$ cat src/hdl/clnw_pkg.sv
// Shared types, constants and helper functions for the character LCD nibble writer.
package clnw_pkg;

  localparam int LINE_CHARS_DEF = 16;
  localparam int QUEUE_DEPTH = 4;
  localparam int QUEUE_AW = $clog2(QUEUE_DEPTH);
  localparam int INIT_STROBES = 14;
  localparam int INIT_PRESET_STROBES = 4;

  localparam logic [2:0] CMD_INIT = 3'd0;
  localparam logic [2:0] CMD_WRITE = 3'd1;
  localparam logic [2:0] CMD_CLEAR = 3'd2;
  localparam logic [2:0] CMD_HEX = 3'd3;
  localparam logic [2:0] CMD_DEC = 3'd4;

  localparam logic [7:0] LCD_LINE2 = 8'hC0;
  localparam logic [7:0] LCD_HOME = 8'h80;
  localparam logic [7:0] LCD_CLEAR = 8'h01;
  localparam logic [7:0] ASCII_ZERO = 8'h30;
  localparam logic [7:0] ASCII_HEX_BASE = 8'h37;

  typedef enum logic [1:0] {
    OP_INIT,
    OP_CLEAR,
    OP_CHARS
  } op_kind_t;

  typedef struct packed {
    op_kind_t kind;
    logic [1:0] n_chars;
    logic [2:0][7:0] chars;
  } op_t;

  typedef enum logic [2:0] {
    BK_IDLE,
    BK_INIT,
    BK_CLEAR,
    BK_LINE2,
    BK_HOME,
    BK_DATA
  } back_state_t;

  function automatic logic [3:0] init_nibble(input logic [3:0] step);
    logic [3:0] nib;
    case (step)
      4'd0: nib = 4'h3;
      4'd1: nib = 4'h3;
      4'd2: nib = 4'h3;
      4'd3: nib = 4'h2;
      4'd4: nib = 4'h0;
      4'd5: nib = 4'h8;
      4'd6: nib = 4'h0;
      4'd7: nib = 4'hF;
      4'd8: nib = 4'h0;
      4'd9: nib = 4'h6;
      4'd10: nib = 4'h0;
      4'd11: nib = 4'h1;
      4'd12: nib = 4'h0;
      4'd13: nib = 4'h2;
      default: nib = 4'h0;
    endcase
    return nib;
  endfunction

  function automatic logic [7:0] hex_char(input logic [3:0] d);
    logic [7:0] c;
    if (d >= 4'd10) begin
      c = {4'h0, d} + ASCII_HEX_BASE;
    end else begin
      c = {4'h0, d} + ASCII_ZERO;
    end
    return c;
  endfunction

endpackage

$ cat src/hdl/char_lcd_nibble_writer_core.sv
// Top level of the character LCD nibble writer: front end, operation queue and strobe sequencer.
// Each accepted request becomes up to fourteen enable strobes, one per clock at most, for a
// character LCD driven in 4-bit mode. The strobe sequencer sets the pace: a request costs one
// strobe per nibble (init 14, clear 4, each printed character 2, plus 2 before the character at
// the start of line two and 4 before the one that wraps the screen); a request reaching an idle
// sequencer is loaded before strobing. A four-entry queue lets new requests be taken while
// earlier ones are still being sent; decimal zero and unused command codes produce nothing.
module char_lcd_nibble_writer_core #(
  parameter int LINE_CHARS = clnw_pkg::LINE_CHARS_DEF
) (
  input  logic       clk,
  input  logic       rst_n,
  input  logic       in_valid,
  output logic       in_stall,
  input  logic [2:0] in_command,
  input  logic [7:0] in_value,
  output logic       out_valid,
  input  logic       out_stall,
  output logic       out_register_select,
  output logic [3:0] out_nibble,
  output logic [4:0] out_port_bits,
  output logic       out_wait_class,
  output logic       out_power_up_wait,
  output logic       out_last
);

  logic          q_push;
  logic          q_full;
  logic          q_pop;
  logic          q_head_valid;
  clnw_pkg::op_t q_push_data;
  clnw_pkg::op_t q_head_data;

  clnw_front u_front (
    .in_valid   (in_valid),
    .in_stall   (in_stall),
    .in_command (in_command),
    .in_value   (in_value),
    .q_full     (q_full),
    .q_push     (q_push),
    .q_data     (q_push_data)
  );

  clnw_queue u_queue (
    .clk        (clk),
    .rst_n      (rst_n),
    .push       (q_push),
    .push_data  (q_push_data),
    .full       (q_full),
    .pop        (q_pop),
    .head_valid (q_head_valid),
    .head_data  (q_head_data)
  );

  clnw_back #(
    .LINE_CHARS (LINE_CHARS)
  ) u_back (
    .clk                 (clk),
    .rst_n               (rst_n),
    .head_valid          (q_head_valid),
    .head_data           (q_head_data),
    .pop                 (q_pop),
    .out_valid           (out_valid),
    .out_stall           (out_stall),
    .out_register_select (out_register_select),
    .out_nibble          (out_nibble),
    .out_port_bits       (out_port_bits),
    .out_wait_class      (out_wait_class),
    .out_power_up_wait   (out_power_up_wait),
    .out_last            (out_last)
  );

endmodule

$ cat src/hdl/clnw_front.sv
// Front end: accepts requests, converts them into display operations for the queue.
module clnw_front (
  input  logic             in_valid,
  output logic             in_stall,
  input  logic [2:0]       in_command,
  input  logic [7:0]       in_value,
  input  logic             q_full,
  output logic             q_push,
  output clnw_pkg::op_t    q_data
);

  logic [1:0]  hund;
  logic [7:0]  rem_h;
  logic [15:0] tens_prod;
  logic [3:0]  tens;
  logic [3:0]  ones;
  logic        has_op;

  always_comb begin
    if (in_value >= 8'd200) begin
      hund = 2'd2;
    end else if (in_value >= 8'd100) begin
      hund = 2'd1;
    end else begin
      hund = 2'd0;
    end
    rem_h = in_value - 8'(hund) * 8'd100;
    tens_prod = {8'h00, rem_h} * 16'd205;
    tens = tens_prod[14:11];
    ones = 4'(rem_h - {tens, 3'b000} - {3'b000, tens, 1'b0});
  end

  always_comb begin
    q_data = '0;
    q_data.kind = clnw_pkg::OP_CHARS;
    has_op = 1'b1;
    case (in_command)
      clnw_pkg::CMD_INIT: begin
        q_data.kind = clnw_pkg::OP_INIT;
      end
      clnw_pkg::CMD_CLEAR: begin
        q_data.kind = clnw_pkg::OP_CLEAR;
      end
      clnw_pkg::CMD_WRITE: begin
        q_data.n_chars = 2'd1;
        q_data.chars[0] = in_value;
      end
      clnw_pkg::CMD_HEX: begin
        q_data.n_chars = 2'd2;
        q_data.chars[0] = clnw_pkg::hex_char(in_value[7:4]);
        q_data.chars[1] = clnw_pkg::hex_char(in_value[3:0]);
      end
      clnw_pkg::CMD_DEC: begin
        if (hund != 2'd0) begin
          q_data.n_chars = 2'd3;
          q_data.chars[0] = {6'h0, hund} + clnw_pkg::ASCII_ZERO;
          q_data.chars[1] = {4'h0, tens} + clnw_pkg::ASCII_ZERO;
          q_data.chars[2] = {4'h0, ones} + clnw_pkg::ASCII_ZERO;
        end else if (tens != 4'd0) begin
          q_data.n_chars = 2'd2;
          q_data.chars[0] = {4'h0, tens} + clnw_pkg::ASCII_ZERO;
          q_data.chars[1] = {4'h0, ones} + clnw_pkg::ASCII_ZERO;
        end else if (ones != 4'd0) begin
          q_data.n_chars = 2'd1;
          q_data.chars[0] = {4'h0, ones} + clnw_pkg::ASCII_ZERO;
        end else begin
          has_op = 1'b0;
        end
      end
      default: begin
        has_op = 1'b0;
      end
    endcase
  end

  assign in_stall = q_full;
  assign q_push = in_valid && !q_full && has_op;

endmodule

$ cat src/hdl/clnw_queue.sv
// Short queue of display operations between the front end and the strobe sequencer.
module clnw_queue (
  input  logic           clk,
  input  logic           rst_n,
  input  logic           push,
  input  clnw_pkg::op_t  push_data,
  output logic           full,
  input  logic           pop,
  output logic           head_valid,
  output clnw_pkg::op_t  head_data
);

  localparam int AW = clnw_pkg::QUEUE_AW;

  clnw_pkg::op_t mem_r [clnw_pkg::QUEUE_DEPTH];
  logic [AW-1:0] wr_ptr_r, wr_ptr_nxt;
  logic [AW-1:0] rd_ptr_r, rd_ptr_nxt;
  logic [AW:0]   count_r, count_nxt;
  logic          do_push;
  logic          do_pop;

  assign full = (count_r == (AW+1)'(clnw_pkg::QUEUE_DEPTH));
  assign head_valid = (count_r != '0);
  assign head_data = mem_r[rd_ptr_r];
  assign do_push = push && !full;
  assign do_pop = pop && head_valid;

  always_comb begin
    wr_ptr_nxt = do_push ? wr_ptr_r + 1'b1 : wr_ptr_r;
    rd_ptr_nxt = do_pop ? rd_ptr_r + 1'b1 : rd_ptr_r;
    count_nxt = count_r + (AW+1)'(do_push) - (AW+1)'(do_pop);
  end

  always_ff @(posedge clk) begin
    if (!rst_n) begin
      wr_ptr_r <= '0;
      rd_ptr_r <= '0;
      count_r <= '0;
    end else begin
      wr_ptr_r <= wr_ptr_nxt;
      rd_ptr_r <= rd_ptr_nxt;
      count_r <= count_nxt;
    end
  end

  always_ff @(posedge clk) begin
    if (do_push) begin
      mem_r[wr_ptr_r] <= push_data;
    end
  end

endmodule

$ cat src/hdl/clnw_back.sv
// Back end: expands queued operations into enable strobes and keeps the cursor count.
module clnw_back #(
  parameter int LINE_CHARS = clnw_pkg::LINE_CHARS_DEF
) (
  input  logic           clk,
  input  logic           rst_n,
  input  logic           head_valid,
  input  clnw_pkg::op_t  head_data,
  output logic           pop,
  output logic           out_valid,
  input  logic           out_stall,
  output logic           out_register_select,
  output logic [3:0]     out_nibble,
  output logic [4:0]     out_port_bits,
  output logic           out_wait_class,
  output logic           out_power_up_wait,
  output logic           out_last
);

  localparam int CW = $clog2(2 * LINE_CHARS + 2);
  localparam logic [CW-1:0] LINE_POS = CW'(LINE_CHARS);
  localparam logic [CW-1:0] WRAP_POS = CW'(2 * LINE_CHARS);

  clnw_pkg::back_state_t state_r, state_nxt;
  logic [3:0]    step_r, step_nxt;
  logic [1:0]    idx_r, idx_nxt;
  clnw_pkg::op_t op_r, op_nxt;
  logic [CW-1:0] cursor_r, cursor_nxt;

  logic          out_valid_r, out_valid_nxt;
  logic          rs_r;
  logic [3:0]    nib_r;
  logic          wait_r;
  logic          pwr_r;
  logic          last_r;

  logic          out_free;
  logic          emit;
  logic          s_rs;
  logic [3:0]    s_nib;
  logic          s_wait;
  logic          s_pwr;
  logic          s_last;
  logic [7:0]    cur_char;

  always_comb begin
    logic          op_done;
    logic          char_start;
    logic          load;
    logic [CW-1:0] base;

    state_nxt = state_r;
    step_nxt = step_r;
    idx_nxt = idx_r;
    op_nxt = op_r;
    cursor_nxt = cursor_r;
    pop = 1'b0;
    emit = 1'b0;
    op_done = 1'b0;
    char_start = 1'b0;
    load = 1'b0;
    base = cursor_r;
    cur_char = op_r.chars[idx_r];
    out_free = !out_valid_r || !out_stall;

    s_rs = 1'b0;
    s_nib = 4'h0;
    s_wait = 1'b0;
    s_pwr = 1'b0;
    s_last = 1'b0;
    case (state_r)
      clnw_pkg::BK_INIT: begin
        s_nib = clnw_pkg::init_nibble(step_r);
        s_wait = (step_r < 4'(clnw_pkg::INIT_PRESET_STROBES));
        s_pwr = (step_r == 4'd0);
        s_last = (step_r == 4'(clnw_pkg::INIT_STROBES - 1));
      end
      clnw_pkg::BK_CLEAR, clnw_pkg::BK_HOME: begin
        case (step_r[1:0])
          2'd0: s_nib = clnw_pkg::LCD_HOME[7:4];
          2'd1: s_nib = clnw_pkg::LCD_HOME[3:0];
          2'd2: s_nib = clnw_pkg::LCD_CLEAR[7:4];
          default: s_nib = clnw_pkg::LCD_CLEAR[3:0];
        endcase
        s_last = (state_r == clnw_pkg::BK_CLEAR) && (step_r == 4'd3);
      end
      clnw_pkg::BK_LINE2: begin
        s_nib = step_r[0] ? clnw_pkg::LCD_LINE2[3:0] : clnw_pkg::LCD_LINE2[7:4];
      end
      clnw_pkg::BK_DATA: begin
        s_rs = 1'b1;
        s_nib = step_r[0] ? cur_char[3:0] : cur_char[7:4];
        s_last = step_r[0] && (idx_r == op_r.n_chars - 2'd1);
      end
      default: begin
        s_nib = 4'h0;
      end
    endcase

    if (state_r == clnw_pkg::BK_IDLE) begin
      load = head_valid;
    end else if (out_free) begin
      emit = 1'b1;
      step_nxt = step_r + 4'd1;
      case (state_r)
        clnw_pkg::BK_INIT: begin
          if (step_r == 4'(clnw_pkg::INIT_STROBES - 1)) begin
            base = '0;
            op_done = 1'b1;
          end
        end
        clnw_pkg::BK_CLEAR: begin
          if (step_r == 4'd3) begin
            base = '0;
            op_done = 1'b1;
          end
        end
        clnw_pkg::BK_LINE2: begin
          if (step_r == 4'd1) begin
            state_nxt = clnw_pkg::BK_DATA;
            step_nxt = '0;
          end
        end
        clnw_pkg::BK_HOME: begin
          if (step_r == 4'd3) begin
            state_nxt = clnw_pkg::BK_DATA;
            step_nxt = '0;
          end
        end
        clnw_pkg::BK_DATA: begin
          if (step_r == 4'd1) begin
            base = cursor_r + 1'b1;
            cursor_nxt = base;
            if (idx_r == op_r.n_chars - 2'd1) begin
              op_done = 1'b1;
            end else begin
              idx_nxt = idx_r + 2'd1;
              char_start = 1'b1;
            end
          end
        end
        default: begin
          op_done = 1'b0;
        end
      endcase
      if (op_done) begin
        cursor_nxt = base;
        if (head_valid) begin
          load = 1'b1;
        end else begin
          state_nxt = clnw_pkg::BK_IDLE;
        end
      end
    end

    if (load) begin
      pop = 1'b1;
      op_nxt = head_data;
      idx_nxt = '0;
      step_nxt = '0;
      case (head_data.kind)
        clnw_pkg::OP_INIT: state_nxt = clnw_pkg::BK_INIT;
        clnw_pkg::OP_CLEAR: state_nxt = clnw_pkg::BK_CLEAR;
        default: char_start = 1'b1;
      endcase
    end

    if (char_start) begin
      step_nxt = '0;
      if (base == LINE_POS) begin
        state_nxt = clnw_pkg::BK_LINE2;
      end else if (base == WRAP_POS) begin
        state_nxt = clnw_pkg::BK_HOME;
        cursor_nxt = '0;
      end else begin
        state_nxt = clnw_pkg::BK_DATA;
      end
    end

    if (emit) begin
      out_valid_nxt = 1'b1;
    end else if (!out_stall) begin
      out_valid_nxt = 1'b0;
    end else begin
      out_valid_nxt = out_valid_r;
    end
  end

  always_ff @(posedge clk) begin
    if (!rst_n) begin
      state_r <= clnw_pkg::BK_IDLE;
      step_r <= '0;
      idx_r <= '0;
      cursor_r <= '0;
      out_valid_r <= 1'b0;
    end else begin
      state_r <= state_nxt;
      step_r <= step_nxt;
      idx_r <= idx_nxt;
      cursor_r <= cursor_nxt;
      out_valid_r <= out_valid_nxt;
    end
  end

  always_ff @(posedge clk) begin
    op_r <= op_nxt;
    if (emit) begin
      rs_r <= s_rs;
      nib_r <= s_nib;
      wait_r <= s_wait;
      pwr_r <= s_pwr;
      last_r <= s_last;
    end
  end

  assign out_valid = out_valid_r;
  assign out_register_select = rs_r;
  assign out_nibble = nib_r;
  assign out_port_bits = {nib_r[0], nib_r[1], nib_r[2], nib_r[3], 1'b0};
  assign out_wait_class = wait_r;
  assign out_power_up_wait = pwr_r;
  assign out_last = last_r;

endmodule
$ cat config.mk
export PLATFORM = sky130hd
export DESIGN_NAME = char_lcd_nibble_writer_core
export DESIGN_NICKNAME = d
export VERILOG_FILES = /design/src/hdl/clnw_pkg.sv /design/src/hdl/char_lcd_nibble_writer_core.sv /design/src/hdl/clnw_front.sv /design/src/hdl/clnw_queue.sv /design/src/hdl/clnw_back.sv
export SDC_FILE = /design/constraint.sdc
export NUM_CORES = 1
export LEC_CHECK = 0
export BUFFER_PORTS_ARGS = -buffer_cell sky130_fd_sc_hd__buf_2
export CORE_AREA = 2 2 128 130
export CTS_BUF_LIST = sky130_fd_sc_hd__clkbuf_4
export DETAILED_ROUTE_END_ITERATION = 10
export DIE_AREA = 0 0 130 132
export GPL_ROUTABILITY_DRIVEN = 0
export HOLD_SLACK_MARGIN = 0.12
export PLACE_DENSITY = 0.79
export SYNTH_ARGS = -nofsm -noshare
export SYNTH_HDL_FRONTEND = slang
export SYNTH_SLANG_ARGS = --single-unit
$ cat constraint.sdc
create_clock -name clk -period 9.85 [get_ports clk]
set_input_delay 0.985 -clock clk [delete_from_list [all_inputs] [get_ports clk]]
set_output_delay 0.985 -clock clk [all_outputs]
set_load 0.1 [all_outputs]
==> results of run 1 <==
## metal layers
layer / global-route usage (%) / vias up
met5: 0 / -
met4: 8.542 / 0
met3: 3.409 / 42
met2: 37.26 / 219
met1: 25.57 / 2734
li1: - / 2575
## per-stage QoR
stage,instances,hold WS [ns]
5_1_grt,951,0.5603
4_1_cts,950,0.5300
3_5_place_dp,918,0.5064
3_3_place_gp,918,0.4775
2_1_floorplan,694,0.4677
6_report,951,0.5247
## registers in the layout, indices dropped and copies added (netlist names), 2 cells and up, named ones only
name               count
u_back.op_r           22
u_back.step_r          4
u_back.state_r         3
u_back.cursor_r        6
u_queue.rd_ptr_r       2
u_back.out_nibble      4
u_queue.wr_ptr_r       2
u_queue.count_r        3
u_back.idx_r           2
u_queue.mem_r         96
## synthesized netlist by cell type, types with 4 or more instances
library cell / instances
edfxtp_1: 126
inv_1: 69
ha_1: 64
nand2_1: 53
nor2_1: 41
a21oi_1: 39
dfxtp_1: 29
mux4_2: 24
o21ai_0: 23
xnor2_1: 16
clkbuf_1: 15
mux2i_1: 14
fa_1: 13
and2_1: 12
nand2b_1: 12
nand3_1: 11
nor3_1: 11
xor2_1: 8
a22oi_1: 6
nor2b_1: 6
buf_4: 5
nor3b_1: 5
nor4_1: 5
o22ai_1: 5
buf_1: 4
o211ai_1: 4
o31ai_1: 4
or3_1: 4
## worst min-delay path by stage
stage | endpoint | slack, ns
after floorplan | u_queue.wr_ptr_r[1]$_SDFFE_PN0P_ | 0.47
after global placement | u_queue.wr_ptr_r[0]$_SDFFE_PN0P_ | 0.48
after detailed placement | u_queue.wr_ptr_r[1]$_SDFFE_PN0P_ | 0.51
after CTS | u_queue.wr_ptr_r[0]$_SDFFE_PN0P_ | 0.53
after global routing | u_queue.wr_ptr_r[0]$_SDFFE_PN0P_ | 0.56
final | u_queue.wr_ptr_r[1]$_SDFFE_PN0P_ | 0.52
## cell families (layout without fill, tap and decap cells)
logic type | after synthesis | after routing | share of synthesized area (%)
compound gates | 124 | 124 | 9.993
xor+xnor | 25 | 25 | 2.672
fa+ha+maj | 77 | 77 | 12.52
buf+inv | 96 | 136 | 4.517
flops | 155 | 155 | 51.48
mux | 39 | 39 | 8.162
other cells | 1 | 2 | 0.04424
simple gates | 177 | 177 | 10.61
## layout make-up
cell class                 instances  area, um2  area share [%]
antenna                            1      2.502         0.02717
clock buffer                      17      127.6           1.386
clock inverter                    15      260.3           2.826
inverter                          69      259.0           2.812
multi-input combinational        443       3734           40.54
sequential                       155       4364           47.38
tap                              216      270.3           2.934
timing repair buffer              35      192.7           2.092
## power by group
part	leakage (nW)	total (mW)	internal, mW	switching (mW)
clock	0.193	0.494	0.257	0.236
sequential	1.43	0.951	0.888	0.0629
combinational	1.91	1.70	0.569	1.13
## critical path, delay by kind of cell
kind,cells,cell delay (ns)
xor+xnor,5,1.22
simple gates,7,1.19
compound gates,8,1.42
buf+inv,7,0.92
fa+ha+maj,11,3.87
==> results.yml, run 1 <==
clock_network:
  ctsResizeCount: 0
  cts_hold_buf: 0
  clockRootBuffer: "clkbuf_4"
  cts_buffers: 17
  clkLatencyLatePin_ns: 0.57
  cts_buffer_depth: 2
  htreeDepth: 4
  cts_setup_buffers: 0
  cts_tree: "built"
  clkTransAtPathRegs_ns: 0.14
  cts_sinks: 155
drt:
  vias: 5570
  drt-initial-drc-count: 463
  highest_layer: "met4"
  drc: 0
  postRouteAntennaNets: 0
  drt-met1-wl_um: 6827
  route.met2.wl_um: 9033
  totalWireLength_um: 17240
  met3WireLength_um: 971
  viasPerCell: 5.857
  wl_per_cell_um: 18.12
  drt-pass1-iter-count: 4
sta:
  slew_violations: 0
  finalHoldViolations: 0
  setup_tns_ns: 0
  setup_violations: 0
  fin_crit_ns: 9.169
  max_freq_mhz: 109.1
  finalClockSkew_ns: 0.02553
  relSlewSlack_pct: 18.95
  rsz0062_at_grt: "false"
  worst_slack_ns: 0.6809
  tightest_slew_ns: 1.216
  post-route-period-util_pct: 93.09
die:
  num_rows: 46
  die-area_mm2: 0.01716
  core_mm2: 0.01571
  die_x_um: 130
  die_y_um: 132
  initial_core_util_pct: 53.95
  io_pins: 30
cells_and_area:
  final_common_cell: "edfxtp_1"
  syn_to_final_growth_pct: 8.649
  fillers: 1195
  post-route-util_pct: 58.62
  drive_gt1_share_pct: 15.67
  layout_common_cells: "edfxtp_1 (126), inv_1 (69), ha_1 (64)"
  final_cell_area_mm2: 0.009210
  layout.nets: 813
synthesis:
  synth.top_cell.area_share_pct: 44.63
  ys.flop_type: "edfxtp_1"
  yosysUniqueCellTypes: 70
  synth.avg_cell_area_um2: 12.21
  synth-seq-cells: 155
  ys_warn_count: 0
  synth_edf_count: 126
  synth_area_leader_cell: "edfxtp_1"
  synth_area_leaders: "edfxtp_1 (45%), ha_1 (9.4%), dfxtp_1 (6.8%)"
  synthArstFlopShare_pct: 0
  postSynthCellCount: 694
  ys_seq_area_share_pct: 51.48
  synth_nets: 786
  syn-cell-area_mm2: 0.008477
critical_path:
  arrival_ns: 9.64
  worstPathMaxFanout: 9
  crit_slowest_cell: "fa_1"
  crit_type: "in2reg"
  max_stage_delay_ns: 0.54
  crit_start: "in_value[4]"
  reg2reg_from: "u_back.step_r[0]$_SDFFE_PP0P_"
  crit_end: "u_queue.count_r[2]$_SDFF_PN0_"
  rr_endpoint: "u_queue.count_r[2]$_SDFF_PN0_"
  startpoint_type: "input port"
  cp.required_ns: 10.32
  reg2regPathDepth: 14
  reg2reg_setup_slack_ns: 5.84
  cp-end-kind: "flip-flop"
hold_path:
  worstHoldStart: "u_queue.wr_ptr_r[1]$_SDFFE_PN0P_"
  hp-class: "reg2reg"
  worstHoldPathCells: 2
global_routing:
  grt_pass1_vias: 5580
  grt_pass1_wl_um: 28050
  grt_max_degree: 25
  grt_antenna_before_repair: 1
  grt_use_total_pct: 21.12
  gr-total-overflow: 0
run:
  max_cap_viol_count: 0
status:
  run_status: "completed"
place:
  dp_slack_ns: 0.3183
  dp.final_hpwl_um: 12430
  post_dp_cell_area_mm2: 0.008820
  port-buffer-count: 28
power:
  ir_worst_vdd_v: 0.0002042
  finalPower_mw: 3.144
  power_density_mw_per_mm2: 341.4
  p_leak_nw: 3.536
(Power assumes the default switching activity.)
==> run 2, diff against run 1 <==
--- a/config.mk
+++ b/config.mk
@@ -6,10 +6,11 @@
 export NUM_CORES = 1
 export LEC_CHECK = 0
 export BUFFER_PORTS_ARGS = -buffer_cell sky130_fd_sc_hd__buf_2
-export CORE_AREA = 2 2 128 130
+export CAP_MARGIN = 0
+export CORE_AREA = 10 10 136 138
 export CTS_BUF_LIST = sky130_fd_sc_hd__clkbuf_4
 export DETAILED_ROUTE_END_ITERATION = 10
-export DIE_AREA = 0 0 130 132
+export DIE_AREA = 0 0 146 148
 export GPL_ROUTABILITY_DRIVEN = 0
 export HOLD_SLACK_MARGIN = 0.12
 export PLACE_DENSITY = 0.79
==> results.yml, run 2 (synthesized netlist as in run 1, its figures left out) <==
status:
  run_status: "completed"
global_routing:
  gr-total-overflow: 0
  grt_antenna_before_repair: 1
  grt_max_degree: 25
  grt_pass1_vias: 5550
  grt_pass1_wl_um: 27630
  grt_use_total_pct: 15.63
critical_path:
  startpoint_type: "input port"
  cp-end-kind: "flip-flop"
  reg2reg_from: "u_back.step_r[0]$_SDFFE_PP0P_"
  reg2regPathDepth: 14
  worstPathMaxFanout: 9
  crit_type: "in2reg"
  crit_slowest_cell: "fa_1"
  arrival_ns: 9.54
  cp_top_family: "adder cells"
  rr_endpoint: "u_queue.count_r[2]$_SDFF_PN0_"
  crit_buf_inv: 7
  cp.required_ns: 10.30
  reg2reg_setup_slack_ns: 5.98
  max_stage_delay_ns: 0.55
clock_network:
  ctsResizeCount: 0
  cts_buffer_depth: 2
  clkTransAtPathRegs_ns: 0.14
  cts_buffers: 17
  cts_sinks: 155
  cts_tree: "built"
  htreeDepth: 4
  clkLatencyLatePin_ns: 0.55
  clockRootBuffer: "clkbuf_4"
  cts_hold_buf: 0
  cts_setup_buffers: 0
sta:
  slew_violations: 0
  relSlewSlack_pct: 18.65
  finalHoldViolations: 0
  max_freq_mhz: 110.0
  tightest_slew_ns: 1.219
  post-route-period-util_pct: 92.30
  finalClockSkew_ns: 0.01888
  rsz0062_at_grt: "false"
  fin_crit_ns: 9.092
  setup_violations: 0
  setup_tns_ns: 0
cells_and_area:
  drive_gt1_share_pct: 15.44
  syn_to_final_growth_pct: 7.114
  post-route-util_pct: 57.79
  layout.nets: 811
  largest_register_ffs: 96
  reg_top3: "u_queue.mem_r: 96 flops, u_back.op_r: 22 flops, u_back.cursor_r: 6 flops"
  final_common_cell: "edfxtp_1"
  layout_common_cells: "edfxtp_1 (126), inv_1 (69), ha_1 (64)"
  regMostFlops: "u_queue.mem_r"
power:
  p_leak_nw: 3.475
  pwr-share-clk_pct: 12.1
  intPower_mw: 1.590
  pwr-share-seq_pct: 32.0
  ir_worst_vdd_v: 0.0001989
  power_density_mw_per_mm2: 330.5
  share_comb_of_total_power_pct: 55.9
  p_sw_share_pct: 47.02
  power_switching_mw: 1.411
drt:
  viasPerCell: 5.746
  drt-initial-drc-count: 430
  drc: 0
  drt-pass1-iter-count: 5
  totalWireLength_um: 16420
  vias: 5453
  wl_per_cell_um: 17.31
  postRouteAntennaNets: 0
die:
  io_pins: 30
  core_mm2: 0.01571
  die_x_um: 146
  die-area_mm2: 0.02161
  num_rows: 46
  initial_core_util_pct: 53.95
  die_y_um: 148
hold_path:
  hp-class: "reg2reg"
  worstHoldPathCells: 2
  worstHoldStart: "u_queue.wr_ptr_r[0]$_SDFFE_PN0P_"
  whs_endpoint: "u_queue.wr_ptr_r[0]$_SDFFE_PN0P_"
place:
  port-buffer-count: 28
  dp.final_hpwl_um: 12360
run:
  max_cap_viol_count: 0
-- run 2: changes by cell type in the layout (fill, tap and decap cells not counted) --
| cell | previous run | this run |
|---|---|---|
| buf_4 | 7 | 5 |
| clkinv_2 | 0 | 2 |
| clkbuf_4 | 17 | 18 |
| bufinv_16 | 6 | 1 |
| inv_6 | 2 | 3 |
| clkinv_4 | 2 | 3 |
-- run 2: layout make-up --
| class | instances | area [um2] |
|---|---|---|
| clock buffers | 18 | 135.1 |
| multi-input cells | 443 | 3734 |
| inverters | 69 | 259.0 |
| clock inverters | 14 | 137.6 |
| diodes | 1 | 2.502 |
| repair buffers | 33 | 177.7 |
| fillers | 1253 | 6633 |
| flip-flops and latches | 155 | 4364 |
| well taps | 216 | 270.3 |
-- run 2: how the worst max path moves through the flow --
stage,from,to,slack [ns],depth (start not counted)
final,in_value[4],u_queue.count_r[2]$_SDFF_PN0_,0.76,38
after global routing,in_value[4],u_queue.count_r[2]$_SDFF_PN0_,0.24,38
after CTS,in_value[4],u_queue.count_r[2]$_SDFF_PN0_,0.91,38
after detailed placement,in_value[4],u_queue.count_r[2]$_SDFF_PN0_,0.26,38
after global placement,in_value[4],u_queue.count_r[2]$_SDFF_PN0_,0.80,38
after floorplan,in_value[4],u_queue.count_r[2]$_SDFF_PN0_,1.44,37
-- run 2: layer usage --
layer / up-vias / wire, um / track usage, %
li1: 2581 / - / -
met1: 2649 / 6653 / 18.23
met2: 198 / 8480 / 27.65
met3: 25 / 949 / 3.480
met4: 0 / 340 / 5.806
met5: - / 0 / 0
-- run 2: metrics by stage --
stage          setup slack, ns  total power, mW  cells  hold slack [ns]  area [um2]
6_report                0.7580            3.001    949           0.5375        9080
5_1_grt                 0.2395            3.221    949           0.5722        9080
4_1_cts                 0.9088            3.004    948           0.5364        9077
3_5_place_dp            0.2642            2.638    916           0.5033        8805
3_3_place_gp            0.7960            2.554    916           0.4769        8805
2_1_floorplan            1.442            2.308    694           0.4677        8477
-- run 2: tightest hold or removal path, delay by kind of cell (launching register included) --
kind | cells | cell delay (ns)
mux | 1 | 0.06
flops | 1 | 0.37
simple gates | 1 | 0.07
-- run 2: power by group through the flow --
stage	registers, mW	clock network [mW]	logic [mW]
after floorplan	1.08	0	1.23
after global placement	0.968	0	1.59
after detailed placement	0.977	0	1.66
after CTS	0.962	0.372	1.67
after global routing	0.975	0.399	1.85
final	0.961	0.362	1.68
==> run 3, diff against run 2 <==
==> constraint.sdc (replaced) <==
create_clock -name clk -period 9.85 [get_ports clk]
set_input_delay 0 -clock clk [delete_from_list [all_inputs] [get_ports clk]]
set_output_delay 0 -clock clk [all_outputs]
set_load 0.1 [all_outputs]
==> results.yml, run 3 (synthesized netlist as in run 1, its figures left out) <==
sta:
  finalClockSkew_ns: 0.02025
  fin_crit_ns: 8.715
  hold_slack_ns: 0.3268
  slew_violations: 0
  relSlewSlack_pct: 19.76
  tightest_slew_ns: 1.204
  finalHoldViolations: 0
  setup_violations: 0
  rsz0062_at_grt: "false"
  post-route-period-util_pct: 88.48
  setup_tns_ns: 0
  max_freq_mhz: 114.7
critical_path:
  worstPathMaxFanout: 24
  reg2reg_from: "u_back.step_r[0]$_SDFFE_PP0P_"
  reg2reg_setup_slack_ns: 5.96
  cp.required_ns: 9.96
  crit_start: "in_value[4]"
  reg2regPathDepth: 14
  arrival_ns: 8.82
  cp-end-kind: "flip-flop"
  crit_type: "in2reg"
  startpoint_type: "input port"
  rr_endpoint: "u_queue.count_r[2]$_SDFF_PN0_"
  max_stage_delay_ns: 0.62
  crit_slowest_cell: "and2_1"
clock_network:
  clkLatencyLatePin_ns: 0.54
  clockRootBuffer: "clkbuf_4"
  cts_tree: "built"
  clkTransAtPathRegs_ns: 0.11
  cts_sinks: 155
  ctsResizeCount: 0
  cts_buffers: 17
  htreeDepth: 4
  cts_setup_buffers: 0
  cts_buffer_depth: 2
cells_and_area:
  final-instance-count-excl-fill: 962
  post-route-util_pct: 58.84
  regMostFlops: "u_queue.mem_r"
  reg_top3: "u_queue.mem_r: 96 flops, u_back.op_r: 22 flops, u_back.cursor_r: 6 flops"
  layout.nets: 825
  layout_common_cells: "edfxtp_1 (126), inv_1 (69), ha_1 (64)"
  final_common_cell: "edfxtp_1"
  largest_register_ffs: 96
  drive_gt1_share_pct: 14.09
  syn_to_final_growth_pct: 9.063
hold_path:
  hp-class: "in2reg"
  whs_endpoint: "u_back.cursor_r[2]$_SDFF_PN0_"
  worstHoldStart: "out_stall"
  worstHoldPathCells: 4
power:
  p_leak_nw: 3.544
  ir_worst_vdd_v: 0.0001988
  power_density_mw_per_mm2: 329.8
place:
  dpl.cell_count: 912
  dp.final_hpwl_um: 12560
  port-buffer-count: 28
global_routing:
  grt_pass1_wl_um: 28090
  grt_antenna_before_repair: 1
  grt_max_degree: 25
  grt_pass1_vias: 5704
  gr-total-overflow: 0
  grt_use_total_pct: 15.94
drt:
  viasPerCell: 5.788
  totalWireLength_um: 16900
  drc: 0
  postRouteAntennaNets: 0
  vias: 5568
  drt-pass1-iter-count: 6
  drt-initial-drc-count: 503
  wl_per_cell_um: 17.57
die:
  core_mm2: 0.01571
  die_y_um: 148
  num_rows: 46
  die_x_um: 146
  initial_core_util_pct: 53.95
  io_pins: 30
  die-area_mm2: 0.02161
status:
  run_status: "completed"
run:
  max_cap_viol_count: 0
[run 3: what timing repair did]
action / in CTS / in global routing
setup endpoints to repair: 0 / 0
endpoints found under the hold margin: 77 / 0
hold buffers: 18 / 0
[run 3: power breakdown]
part | internal, mW | total, mW | switching, mW
Sequential | 0.890 | 0.965 | 0.0747
Combinational | 0.571 | 1.70 | 1.13
Clock | 0.186 | 0.388 | 0.201
[run 3: through the flow]
step / instance area [um2] / total power, mW / setup WS [ns]
4_1_cts: 9243 / 3.052 / 1.191
2_1_floorplan: 8477 / 2.308 / 2.427
6_report: 9245 / 3.049 / 1.135
5_1_grt: 9245 / 3.267 / 0.4966
3_3_place_gp: 8775 / 2.564 / 1.522
3_5_place_dp: 8775 / 2.652 / 1.073
[run 3: worst max-delay path by stage]
stage | end | slack [ns]
2_1_floorplan | u_queue.count_r[2]$_SDFF_PN0_ | 2.43
3_3_place_gp | u_queue.mem_r[3][16]$_DFFE_PP_ | 1.52
3_5_place_dp | u_queue.mem_r[0][16]$_DFFE_PP_ | 1.07
4_1_cts | u_queue.mem_r[0][10]$_DFFE_PP_ | 1.19
5_1_grt | u_queue.mem_r[1][27]$_DFFE_PP_ | 0.50
6_report | u_queue.mem_r[1][8]$_DFFE_PP_ | 1.13
[run 3: final cells by class]
class | instances | area, um2
fillers | 1233 | 6467
well taps | 216 | 270.3
flip-flops and latches | 155 | 4364
multi-input cells | 443 | 3734
clock inverters | 9 | 122.6
repair buffers | 47 | 327.8
inverters | 69 | 259.0
clock buffers | 22 | 165.2
diodes | 1 | 2.502
[run 3: critical path: cells and delay by family]
kind / cells / cell delay [ns]
xor gates and xnor gates: 3 / 0.91
and+or+nand+nor: 7 / 1.83
adders and majority gates: 9 / 3.39
AOI/OAI and AO/OA: 8 / 1.32
buffers and inverters: 7 / 1.33
[run 3: layer usage]
| metal | vias up | share of wire (%) | global-route usage (%) |
|---|---|---|---|
| met5 | - | 0 | 0 |
| met4 | 0 | 2.4 | 6.557 |
| met3 | 28 | 4.2 | 2.808 |
| met2 | 172 | 53 | 29.25 |
| met1 | 2761 | 41 | 17.92 |
| li1 | 2607 | - | - |
